===== config.mk =====
export PLATFORM = sky130hd
export DESIGN_NAME = hid_boot_keyboard_scan_assembler_core
export DESIGN_NICKNAME = d
export VERILOG_FILES = /design/src/hidkbsa_pkg.sv /design/src/hid_boot_keyboard_scan_assembler_core.sv /design/src/hidkbsa_ram.sv
export SDC_FILE = /design/constraint.sdc
export NUM_CORES = 1
export LEC_CHECK = 0
export ABC_AREA = 0
export BUFFER_PORTS_ARGS = -buffer_cell sky130_fd_sc_hd__buf_2
export CORE_UTILIZATION = 45
export DETAILED_ROUTE_END_ITERATION = 10
export HOLD_SLACK_MARGIN = 0.03
export SLEW_MARGIN = 20
export SYNTH_ARGS = -nofsm -noshare
export SYNTH_HDL_FRONTEND = slang
export SYNTH_SLANG_ARGS = --single-unit
export TNS_END_PERCENT = 30

===== constraint.sdc =====
create_clock -name clk -period 4.7 [get_ports clk]
set_input_delay 0.94 -clock clk [delete_from_list [all_inputs] [get_ports clk]]
set_output_delay 0.94 -clock clk [all_outputs]
set_load 0.005 [all_outputs]

===== src/hidkbsa_pkg.sv =====
// Package for the HID boot keyboard scan assembler.
// Sizes, usage codes, the sequencer state type and the usage-to-ASCII map.
// No dependencies.
`timescale 1ns / 1ps

package hidkbsa_pkg;

  localparam int SCAN_DEPTH = 32;
  localparam int KEY_SLOTS  = 6;
  localparam int PORT_SLOTS = 6;
  localparam int FILL_W     = $clog2(SCAN_DEPTH);
  localparam int SLOT_W     = (KEY_SLOTS > 1) ? $clog2(KEY_SLOTS) : 1;

  localparam logic [6:0] MIN_REPORT_BYTES = 7'd8;
  localparam logic [7:0] LAST_ERROR_CODE  = 8'd3;

  localparam logic [7:0] USAGE_A     = 8'd4;
  localparam logic [7:0] USAGE_Z     = 8'd29;
  localparam logic [7:0] USAGE_1     = 8'd30;
  localparam logic [7:0] USAGE_9     = 8'd38;
  localparam logic [7:0] USAGE_0     = 8'd39;
  localparam logic [7:0] USAGE_ENTER = 8'd40;
  localparam logic [7:0] USAGE_TAB   = 8'd43;
  localparam logic [7:0] USAGE_SPACE = 8'd44;

  localparam logic [7:0] ASCII_LOWER_A = 8'd97;
  localparam logic [7:0] ASCII_DIGIT_1 = 8'd49;
  localparam logic [6:0] ASCII_DIGIT_0 = 7'd48;

  typedef enum logic [2:0] {
    ST_IDLE,
    ST_SCAN,
    ST_READ,
    ST_OUT,
    ST_EMPTY
  } state_t;

  // ASCII for a character usage, zero for anything else
  function automatic logic [6:0] char_of(input logic [7:0] code);
    logic [7:0] sum;
    sum = 8'd0;
    if (code == USAGE_0) begin
      sum = {1'b0, ASCII_DIGIT_0};
    end else if (code >= USAGE_1 && code <= USAGE_9) begin
      sum = ASCII_DIGIT_1 + (code - USAGE_1);
    end else if (code >= USAGE_A && code <= USAGE_Z) begin
      sum = ASCII_LOWER_A + (code - USAGE_A);
    end
    return sum[6:0];
  endfunction

  function automatic logic is_terminator(input logic [7:0] code);
    return (code == USAGE_ENTER) || (code == USAGE_TAB) || (code == USAGE_SPACE);
  endfunction

endpackage


===== src/hid_boot_keyboard_scan_assembler_core.sv =====
// Top level of the HID boot keyboard scan assembler.
// Depends on hidkbsa_pkg and hidkbsa_ram (character store).
`timescale 1ns / 1ps

// Accepts boot keyboard reports and clear transactions on the input channel and
// turns key releases into a scan string. Clear transactions and reports shorter
// than 8 bytes finish in the accept cycle. For a full report the sequencer checks
// one previous key a cycle, up to the 6 key slots, and writes released characters
// into the 32-entry character store. When a terminator (enter, tab, space)
// completes the scan, each character of the run is read from the store (registered
// RAM read) and then given as an output transaction, which may stall; an empty
// scan gives one result. No new input transaction is taken until the run has been
// delivered.
module hid_boot_keyboard_scan_assembler_core (
  input  logic       clk,
  input  logic       rst,
  input  logic       in_valid,
  output logic       in_ready,
  input  logic       func,
  input  logic [6:0] report_length,
  input  logic [7:0] key_slot0,
  input  logic [7:0] key_slot1,
  input  logic [7:0] key_slot2,
  input  logic [7:0] key_slot3,
  input  logic [7:0] key_slot4,
  input  logic [7:0] key_slot5,
  output logic       out_valid,
  input  logic       out_ready,
  output logic [6:0] scan_char,
  output logic       last,
  output logic       empty_scan
);

  localparam int FW = hidkbsa_pkg::FILL_W;
  localparam int SW = hidkbsa_pkg::SLOT_W;
  localparam int NS = hidkbsa_pkg::KEY_SLOTS;

  hidkbsa_pkg::state_t state, state_next;

  logic [7:0]    previous_keys [NS];
  logic [7:0]    now_keys      [NS];
  logic [7:0]    port_keys     [hidkbsa_pkg::PORT_SLOTS];
  logic [FW-1:0] fill_index;
  logic          ready_hold;
  logic [SW-1:0] slot_idx;
  logic [FW-1:0] run_len;
  logic [FW-1:0] emit_idx;

  logic          in_fire, out_fire;
  logic          take_report;
  logic [7:0]    old_key;
  logic          held_in_now;
  logic          act;
  logic          term_hit;
  logic [6:0]    ch;
  logic          last_slot;
  logic          run_end;

  logic          ram_we, ram_re;
  logic [6:0]    ram_rdata;

  assign port_keys[0] = key_slot0;
  assign port_keys[1] = key_slot1;
  assign port_keys[2] = key_slot2;
  assign port_keys[3] = key_slot3;
  assign port_keys[4] = key_slot4;
  assign port_keys[5] = key_slot5;

  assign in_fire     = in_valid && in_ready;
  assign out_fire    = out_valid && out_ready;
  assign take_report = in_fire && !func && (report_length >= hidkbsa_pkg::MIN_REPORT_BYTES);

  // one previous key per scan cycle, matched against all new slots at once
  assign old_key = previous_keys[slot_idx];
  always_comb begin
    held_in_now = 1'b0;
    for (int j = 0; j < NS; j++) begin
      if (now_keys[j] == old_key) begin
        held_in_now = 1'b1;
      end
    end
  end

  assign ch        = hidkbsa_pkg::char_of(old_key);
  assign act       = (old_key > hidkbsa_pkg::LAST_ERROR_CODE) && !held_in_now && !ready_hold;
  assign term_hit  = act && hidkbsa_pkg::is_terminator(old_key);
  assign last_slot = (slot_idx == SW'(NS - 1));
  assign run_end   = ((emit_idx + FW'(1)) == run_len);

  // next state
  always_comb begin
    state_next = state;
    case (state)
      hidkbsa_pkg::ST_IDLE: begin
        if (take_report) begin
          state_next = hidkbsa_pkg::ST_SCAN;
        end
      end
      hidkbsa_pkg::ST_SCAN: begin
        if (term_hit) begin
          state_next = (fill_index == '0) ? hidkbsa_pkg::ST_EMPTY : hidkbsa_pkg::ST_READ;
        end else if (last_slot) begin
          state_next = hidkbsa_pkg::ST_IDLE;
        end
      end
      hidkbsa_pkg::ST_READ: begin
        state_next = hidkbsa_pkg::ST_OUT;
      end
      hidkbsa_pkg::ST_OUT: begin
        if (out_ready) begin
          state_next = run_end ? hidkbsa_pkg::ST_IDLE : hidkbsa_pkg::ST_READ;
        end
      end
      hidkbsa_pkg::ST_EMPTY: begin
        if (out_ready) begin
          state_next = hidkbsa_pkg::ST_IDLE;
        end
      end
      default: state_next = hidkbsa_pkg::ST_IDLE;
    endcase
  end

  // outputs
  always_comb begin
    in_ready   = 1'b0;
    out_valid  = 1'b0;
    scan_char  = ram_rdata;
    last       = 1'b0;
    empty_scan = 1'b0;
    ram_we     = 1'b0;
    ram_re     = 1'b0;
    case (state)
      hidkbsa_pkg::ST_IDLE: in_ready = 1'b1;
      hidkbsa_pkg::ST_SCAN: ram_we = act && !term_hit && (ch != 7'd0);
      hidkbsa_pkg::ST_READ: ram_re = 1'b1;
      hidkbsa_pkg::ST_OUT: begin
        out_valid = 1'b1;
        last      = run_end;
      end
      hidkbsa_pkg::ST_EMPTY: begin
        out_valid  = 1'b1;
        scan_char  = 7'd0;
        last       = 1'b1;
        empty_scan = 1'b1;
      end
      default: ;
    endcase
  end

  always_ff @(posedge clk) begin
    if (rst) begin
      state      <= hidkbsa_pkg::ST_IDLE;
      fill_index <= '0;
      ready_hold <= 1'b0;
      for (int j = 0; j < NS; j++) begin
        previous_keys[j] <= 8'd0;
      end
    end else begin
      state <= state_next;
      case (state)
        hidkbsa_pkg::ST_IDLE: begin
          if (in_fire && func) begin
            ready_hold <= 1'b0;
          end
        end
        hidkbsa_pkg::ST_SCAN: begin
          if (term_hit) begin
            ready_hold <= 1'b1;
            fill_index <= '0;
          end else if (ram_we) begin
            fill_index <= (fill_index == FW'(hidkbsa_pkg::SCAN_DEPTH - 1)) ? '0
                                                                     : fill_index + FW'(1);
          end
          // later slots cannot act once the hold is set, so the copy can go early
          if (term_hit || last_slot) begin
            for (int j = 0; j < NS; j++) begin
              previous_keys[j] <= now_keys[j];
            end
          end
        end
        default: ;
      endcase
    end
  end

  // datapath registers, no reset
  always_ff @(posedge clk) begin
    case (state)
      hidkbsa_pkg::ST_IDLE: begin
        slot_idx <= '0;
        if (take_report) begin
          for (int j = 0; j < NS; j++) begin
            now_keys[j] <= port_keys[j];
          end
        end
      end
      hidkbsa_pkg::ST_SCAN: begin
        slot_idx <= slot_idx + SW'(1);
        if (term_hit) begin
          run_len  <= fill_index;
          emit_idx <= '0;
        end
      end
      hidkbsa_pkg::ST_OUT: begin
        if (out_ready && !run_end) begin
          emit_idx <= emit_idx + FW'(1);
        end
      end
      default: ;
    endcase
  end

  hidkbsa_ram #(
    .WIDTH (7),
    .DEPTH (hidkbsa_pkg::SCAN_DEPTH)
  ) u_char_store (
    .clk   (clk),
    .we    (ram_we),
    .waddr (fill_index),
    .wdata (ch),
    .re    (ram_re),
    .raddr (emit_idx),
    .rdata (ram_rdata)
  );

`ifndef SYNTHESIS
  a_no_overlap: assert property (@(posedge clk) disable iff (rst)
    !(in_ready && out_valid))
    else $error("input taken while a result is pending");

  a_empty_form: assert property (@(posedge clk) disable iff (rst)
    (out_valid && empty_scan) |-> (last && (scan_char == 7'd0)))
    else $error("empty scan result malformed");

  a_hold_during_run: assert property (@(posedge clk) disable iff (rst)
    out_valid |-> (ready_hold && (fill_index == '0)))
    else $error("run emitted without hold set or with fill count left");

  a_run_continues: assert property (@(posedge clk) disable iff (rst)
    (out_fire && !last) |=> (!in_ready && (state == hidkbsa_pkg::ST_READ)))
    else $error("run ended before last marker");

  a_clear_hold: assert property (@(posedge clk) disable iff (rst)
    (in_fire && func) |=> !ready_hold)
    else $error("clear transaction did not drop hold");
`endif

endmodule


===== src/hidkbsa_ram.sv =====
// Generic single-port-write, single-port-read RAM with registered read data.
// Standalone; read data holds until the next read enable.
`timescale 1ns / 1ps

module hidkbsa_ram #(
  parameter int WIDTH = 8,
  parameter int DEPTH = 32
) (
  input  logic                     clk,
  input  logic                     we,
  input  logic [$clog2(DEPTH)-1:0] waddr,
  input  logic [WIDTH-1:0]         wdata,
  input  logic                     re,
  input  logic [$clog2(DEPTH)-1:0] raddr,
  output logic [WIDTH-1:0]         rdata
);

  logic [WIDTH-1:0] mem [DEPTH];

  always_ff @(posedge clk) begin
    if (we) begin
      mem[waddr] <= wdata;
    end
    if (re) begin
      rdata <= mem[raddr];
    end
  end

endmodule

==> qor.yml, run 1 <==
outcome: "finished clean"
synth_top_area_share: 0.672
hold_viol_final: 0
cp-start-kind: "flip-flop"
leakagePower_nw: 5.71
cts.sinks: 352
crit_arrival_ns: 4.41
yosysTopAreaCell: "edfxtp_1"
dp_hpwl_mm: 21.8
fin_crit_ns: 4.27
first_iter_violations: 702
n_fill_cell: 2692
reg2regPathDepth: 10
grt_setup_unrepaired: "false"
synth_area_um2: 15200
ant_nets: 0
clk_pin_slew_ns: 0.06
rows: 66
port-buffer-count: 67
grt_max_degree: 60
seq_area_um2: 10500
holdBufCountCts: 0
required_ns: 4.84
post_drt_wl_per_cell_um: 22.0
yosysWarningCount: 0
synth.distinct_cells: 76
crit_top_cell: "nand2_1"
cpPeakStageDelay_ns: 0.80
layout.nets: 1076
place_area_um2: 16200
ios: 71
drt_wl_total_mm: 32.4
slew_headroom: 0.340
cts_tree: "yes"
hold_path_depth: 1
finalSetupViolations: 0
slew_viol_final: 0
coreArea_um2: 32900
ys_seq_area_frac: 0.688
grt_usage: 0.197
grt_pass1_vias: 8316
die-width_um: 186
crit_chain: "mux2i_1 > nand2_1 > and3_1 > o2111ai_1 > nor4_1 > or2_2 > nor4b_2 > buf_4 > nand2_1 > nor2_1"
dieArea_um2: 34500
numCtsBuffers: 37
grt_pass1_wl_mm: 49.5
drive_above_1_share: 0.259
yosysMostFrequentCell: "edfxtp_1"
grt_antenna_before_repair: 0
criticalPathCategory: "flip-flop to flip-flop"
worstReg2RegEnd: "u_char_store.mem[23][4]"
powerDensity_nw_per_um2: 388
first_pass_iters: 6
viasPerCell: 5.61
multi_input_area_um2: 4470
clock_path_buffers: 3
fin_area_um2: 17400
timing.final.crit_share: 0.907
end_kind: "flip-flop"
area_growth_pct: 14.7
gp_congestion: 0.927
worstSkewPairLatency_ns: 0.53
cts.htree.levels: 2
post_cts_buffers: 0
synth_edf_count: 340
ys_ff_latch: 352
initial_core_util: 0.462
hp-start: "ready_hold"
hold_path_class: "flip-flop to flip-flop"
overflow: 0
synth_common_cells: "edfxtp_1 (340), mux4_2 (73), nor2_1 (64)"
crit_fanout: 9
ys_top_cells_by_area: "edfxtp_1 (67%), mux4_2 (11%), and2_1 (2.5%)"
insertedDiodeCount: 0
mappedNetlistNets: 975
syn_avg_cell_area_um2: 16.8
cts-resized-gates: 0
ff2ff_setup_slack_ns: 0.43
async_flop_share: 0
worst_pin_slew_ns: 0.981
tns_ns: 0
yosys_most_used_dff: "edfxtp_1"
ir_drop_mv: 0.298
cts_root_buf: "clkbuf_16"
finalClockSkew_ns: 0.0260
critPathSlowestCell: "nor2_1"
hold_end: "ready_hold"
drv_cap: 0
route.detailed.drc: 0
synth_cells: 902
num_vias: 8264
die_y_um: 186
max_freq_mhz: 234
-- power by group --
group / internal [mW] / total, mW / switching (mW)
logic: 0.113 / 0.324 / 0.211
registers: 3.52 / 3.55 / 0.0288
clock network: 1.72 / 2.88 / 1.16
-- flip-flops by register name (all words and copies together) (netlist names), named ones only --
register            cells
emit_idx                5
fill_index              5
now_keys               48
previous_keys          48
ready_hold              1
run_len                 5
slot_idx                3
state                   3
u_char_store.mem      224
u_char_store.rdata      7
-- through the flow --
stage,setup slack (ns),utilization,instances,hold slack [ns],power [mW]
after CTS,0.406,0.530,1472,0.539,6.83
after global routing,0.164,0.530,1472,0.567,6.97
after detailed placement,0.447,0.493,1406,0.513,3.94
after global placement,0.488,0.493,1406,0.524,3.94
final,0.435,0.530,1472,0.535,6.76
after floorplan,0.195,-,902,0.406,3.79
-- layout by cell type, fill, tap and decap left out, types with 11 or more instances in the layout --
cell type  count
mux4_2        73
inv_1         19
a21oi_1       11
and2_1        61
dfxtp_1       12
buf_4         35
nor2_1        63
nand3_1       19
ha_1          13
xnor2_1       18
nor3_1        15
clkbuf_16     38
o21ai_0       15
edfxtp_1     340
mux2_2        21
nand2_1       24
o22ai_1       12
buf_2         67
-- critical path, delay by kind of cell (launching register included) --
kind / cells / cell delay, ns
flip-flops: 1 / 0.67
multiplexers: 1 / 0.51
buffers and inverters: 1 / 0.18
AO/OA/AOI/OAI: 1 / 0.23
AND/OR/NAND/NOR: 7 / 2.29
-- routing by layer --
metal / vias to the layer above / global-route usage / wire (um)
met5: - / 0 / 0
met4: 0 / 0.0656 / 972
met3: 65 / 0.0288 / 1610
met2: 236 / 0.324 / 15800
met1: 4150 / 0.268 / 14000
li1: 3813 / - / -
-- cell type report --
| class | instances | share of cell area |
|---|---|---|
| sequential | 352 | 0.600 |
| multi-input combinational | 486 | 0.257 |
| clock buffer | 46 | 0.0563 |
| timing repair buffer | 105 | 0.0378 |
| tap | 442 | 0.0317 |
| clock inverter | 20 | 0.0130 |
| inverter | 21 | 0.00481 |
-- cells by family (layout without fill, tap and decap cells) --
| family | after synthesis | count (layout) | share of synthesized area |
|---|---|---|---|
| buffers and inverters | 64 | 192 | 0.0202 |
| DFF | 352 | 352 | 0.688 |
| and+or+nand+nor | 235 | 235 | 0.0818 |
| xor gates and xnor gates | 23 | 23 | 0.0133 |
| adders and majority gates | 13 | 13 | 0.0107 |
| muxes | 106 | 106 | 0.132 |
| AOI/OAI and AO/OA | 109 | 109 | 0.0538 |
-- how the worst max path moves through the flow --
stage / from / to / slack, ns
2_1_floorplan: flip-flop / u_char_store.mem[0][2] / 0.19
3_3_place_gp: flip-flop / u_char_store.mem[23][3] / 0.49
3_5_place_dp: flip-flop / u_char_store.mem[5][6] / 0.45
4_1_cts: flip-flop / u_char_store.mem[23][0] / 0.41
5_1_grt: flip-flop / u_char_store.mem[23][0] / 0.16
6_report: flip-flop / u_char_store.mem[23][4] / 0.43
(Power assumes the default switching activity.)
==> run 2: changes to the inputs <==
clock period = 4.6 ns   (was 4.7 ns; I/O delays follow)
==> run 2 against run 1 <==
Net effect:
- utilization is 0.30 points higher
- combinational power is 2% higher
- global-route usage is 0.12 points higher
- sequential cell count stayed put
- final area is 0.57% higher
- hold slack better by 0.0059 ns
- non-clock buffer count is 4 higher
- sequential share of layout area is 0.34 points lower
- first-iteration DRC count is 7.7% lower
- critical path depth is 2 higher
- critical path type unchanged
- largest cell class unchanged
- largest power group unchanged
==> qor.yml, run 2 (synthesized netlist as in run 1, its figures left out) <==
die_y_um: 186
n_fill_cell: 2712
grt_antenna_before_repair: 0
initial_core_util: 0.462
first_pass_iters: 5
route.detailed.drc: 0
powerDensity_nw_per_um2: 402
holdWs_ns: 0.541
numCtsBuffers: 38
timing.final.crit_share: 0.922
ant_nets: 0
max_freq_mhz: 236
grt_pass1_wl_mm: 49.9
dp_hpwl_mm: 22.3
hold_viol_final: 0
crit_arrival_ns: 4.40
final_common_cell: "edfxtp_1"
hold_path_class: "flip-flop to flip-flop"
cts_root_buf: "clkbuf_16"
grt_setup_unrepaired: "false"
path_buf_inv: 3
crit_fanout: 8
drt_wl_total_mm: 32.7
top_register: "u_char_store.mem"
layout.nets: 1081
cpPeakStageDelay_ns: 0.69
drv_cap: 0
finalClockSkew_ns: 0.0250
cp-start-kind: "flip-flop"
slew_viol_final: 0
critPathTopFamily: "simple AND/OR/NAND/NOR gates"
drt-met1-wl_mm: 14.3
required_ns: 4.76
coreArea_um2: 32900
first_iter_violations: 648
clk_pin_slew_ns: 0.06
cts.htree.levels: 2
fin_crit_ns: 4.24
gp_congestion: 0.889
die-width_um: 186
outcome: "finished clean"
criticalPathCategory: "flip-flop to flip-flop"
grt_pass1_vias: 8427
highest_layer: "met4"
holdBufCountCts: 0
dr_wl_met3_mm: 1.38
ir_drop_mv: 0.318
viasPerCell: 5.62
worstSkewPairLatency_ns: 0.53
slew_headroom: 0.340
clock_path_buffers: 3
dieArea_um2: 34500
insertedDiodeCount: 0
tns_ns: 0
leakagePower_nw: 5.76
fin_area_um2: 17500
drive_above_1_share: 0.267
place_area_um2: 16200
cts_tree: "yes"
grt_max_degree: 60
crit_chain: "buf_4 > mux2i_1 > a22oi_1 > nand2_1 > inv_1 > o211ai_1 > nor4_1 > or2_2 > nor4b_2 > buf_4 > nand2_1 > nor2_1"
largest_reg_flops: 224
worst_pin_slew_ns: 0.980
finalSetupViolations: 0
grt_usage: 0.198
ios: 71
end_kind: "flip-flop"
port-buffer-count: 67
wl_met2_mm: 16.1
cts.sinks: 352
mostFrequentLayoutCells: "edfxtp_1 (340), mux4_2 (73), buf_2 (67), nor2_1 (63), and2_1 (61)"
reg_top3: "u_char_store.mem: 224 flops, now_keys: 48 flops, previous_keys: 48 flops"
critPathSlowestCell: "nor2_1"
area_growth_pct: 15.4
cts-resized-gates: 0
overflow: 0
post_cts_buffers: 0
rows: 66
post_drt_wl_per_cell_um: 22.1
num_vias: 8305
run 2: cell count changes in the layout (fill, tap and decap cells not counted), sizes merged:
| cell | previous run | this run |
|---|---|---|
| clkbuf | 46 | 45 |
| clkinvlp | 0 | 2 |
| bufinv | 4 | 5 |
| clkinv | 16 | 18 |
| inv | 21 | 20 |
| buf | 105 | 109 |
run 2: layout make-up:
| class | instances | area [um2] | share of cell area |
|---|---|---|---|
| inverters | 21 | 83.8 | 0.00478 |
| clock buffers | 45 | 1010 | 0.0575 |
| well taps | 442 | 553 | 0.0316 |
| repair buffers | 109 | 688 | 0.0393 |
| flip-flops and latches | 352 | 10500 | 0.596 |
| multi-input cells | 486 | 4470 | 0.255 |
| clock inverters | 24 | 268 | 0.0153 |
run 2: power breakdown:
group | switching, mW | total (mW) | internal (mW)
registers | 0.0298 | 3.63 | 3.60
logic | 0.215 | 0.331 | 0.116
clock network | 1.23 | 3.09 | 1.86
total | 1.47 | 7.05 | 5.57
run 2: worst paths after layout:
path | start | end | slack, ns | cells past startpoint
worst min register to register | ready_hold | ready_hold | 0.54 | 1
worst max-delay path | flip-flop | u_char_store.mem[23][5] | 0.36 | 12
worst min-delay path | ready_hold | ready_hold | 0.54 | 1
worst max register to register | flip-flop | u_char_store.mem[23][5] | 0.36 | 12
run 2: metrics by stage:
stage | std cells | util | setup WS [ns] | total power, mW
floorplan | 902 | - | 0.0947 | 3.87
global placement | 1410 | 0.494 | 0.425 | 4.02
detailed placement | 1410 | 0.494 | 0.388 | 4.03
CTS | 1479 | 0.533 | 0.371 | 7.11
global route | 1479 | 0.533 | 0.121 | 7.26
finish | 1479 | 0.533 | 0.361 | 7.05
run 2: layer usage:
layer / vias to the layer above / track usage
met1: 4194 / 0.259
met5: - / 0
met2: 216 / 0.336
li1: 3827 / -
met3: 68 / 0.0292
met4: 0 / 0.0702
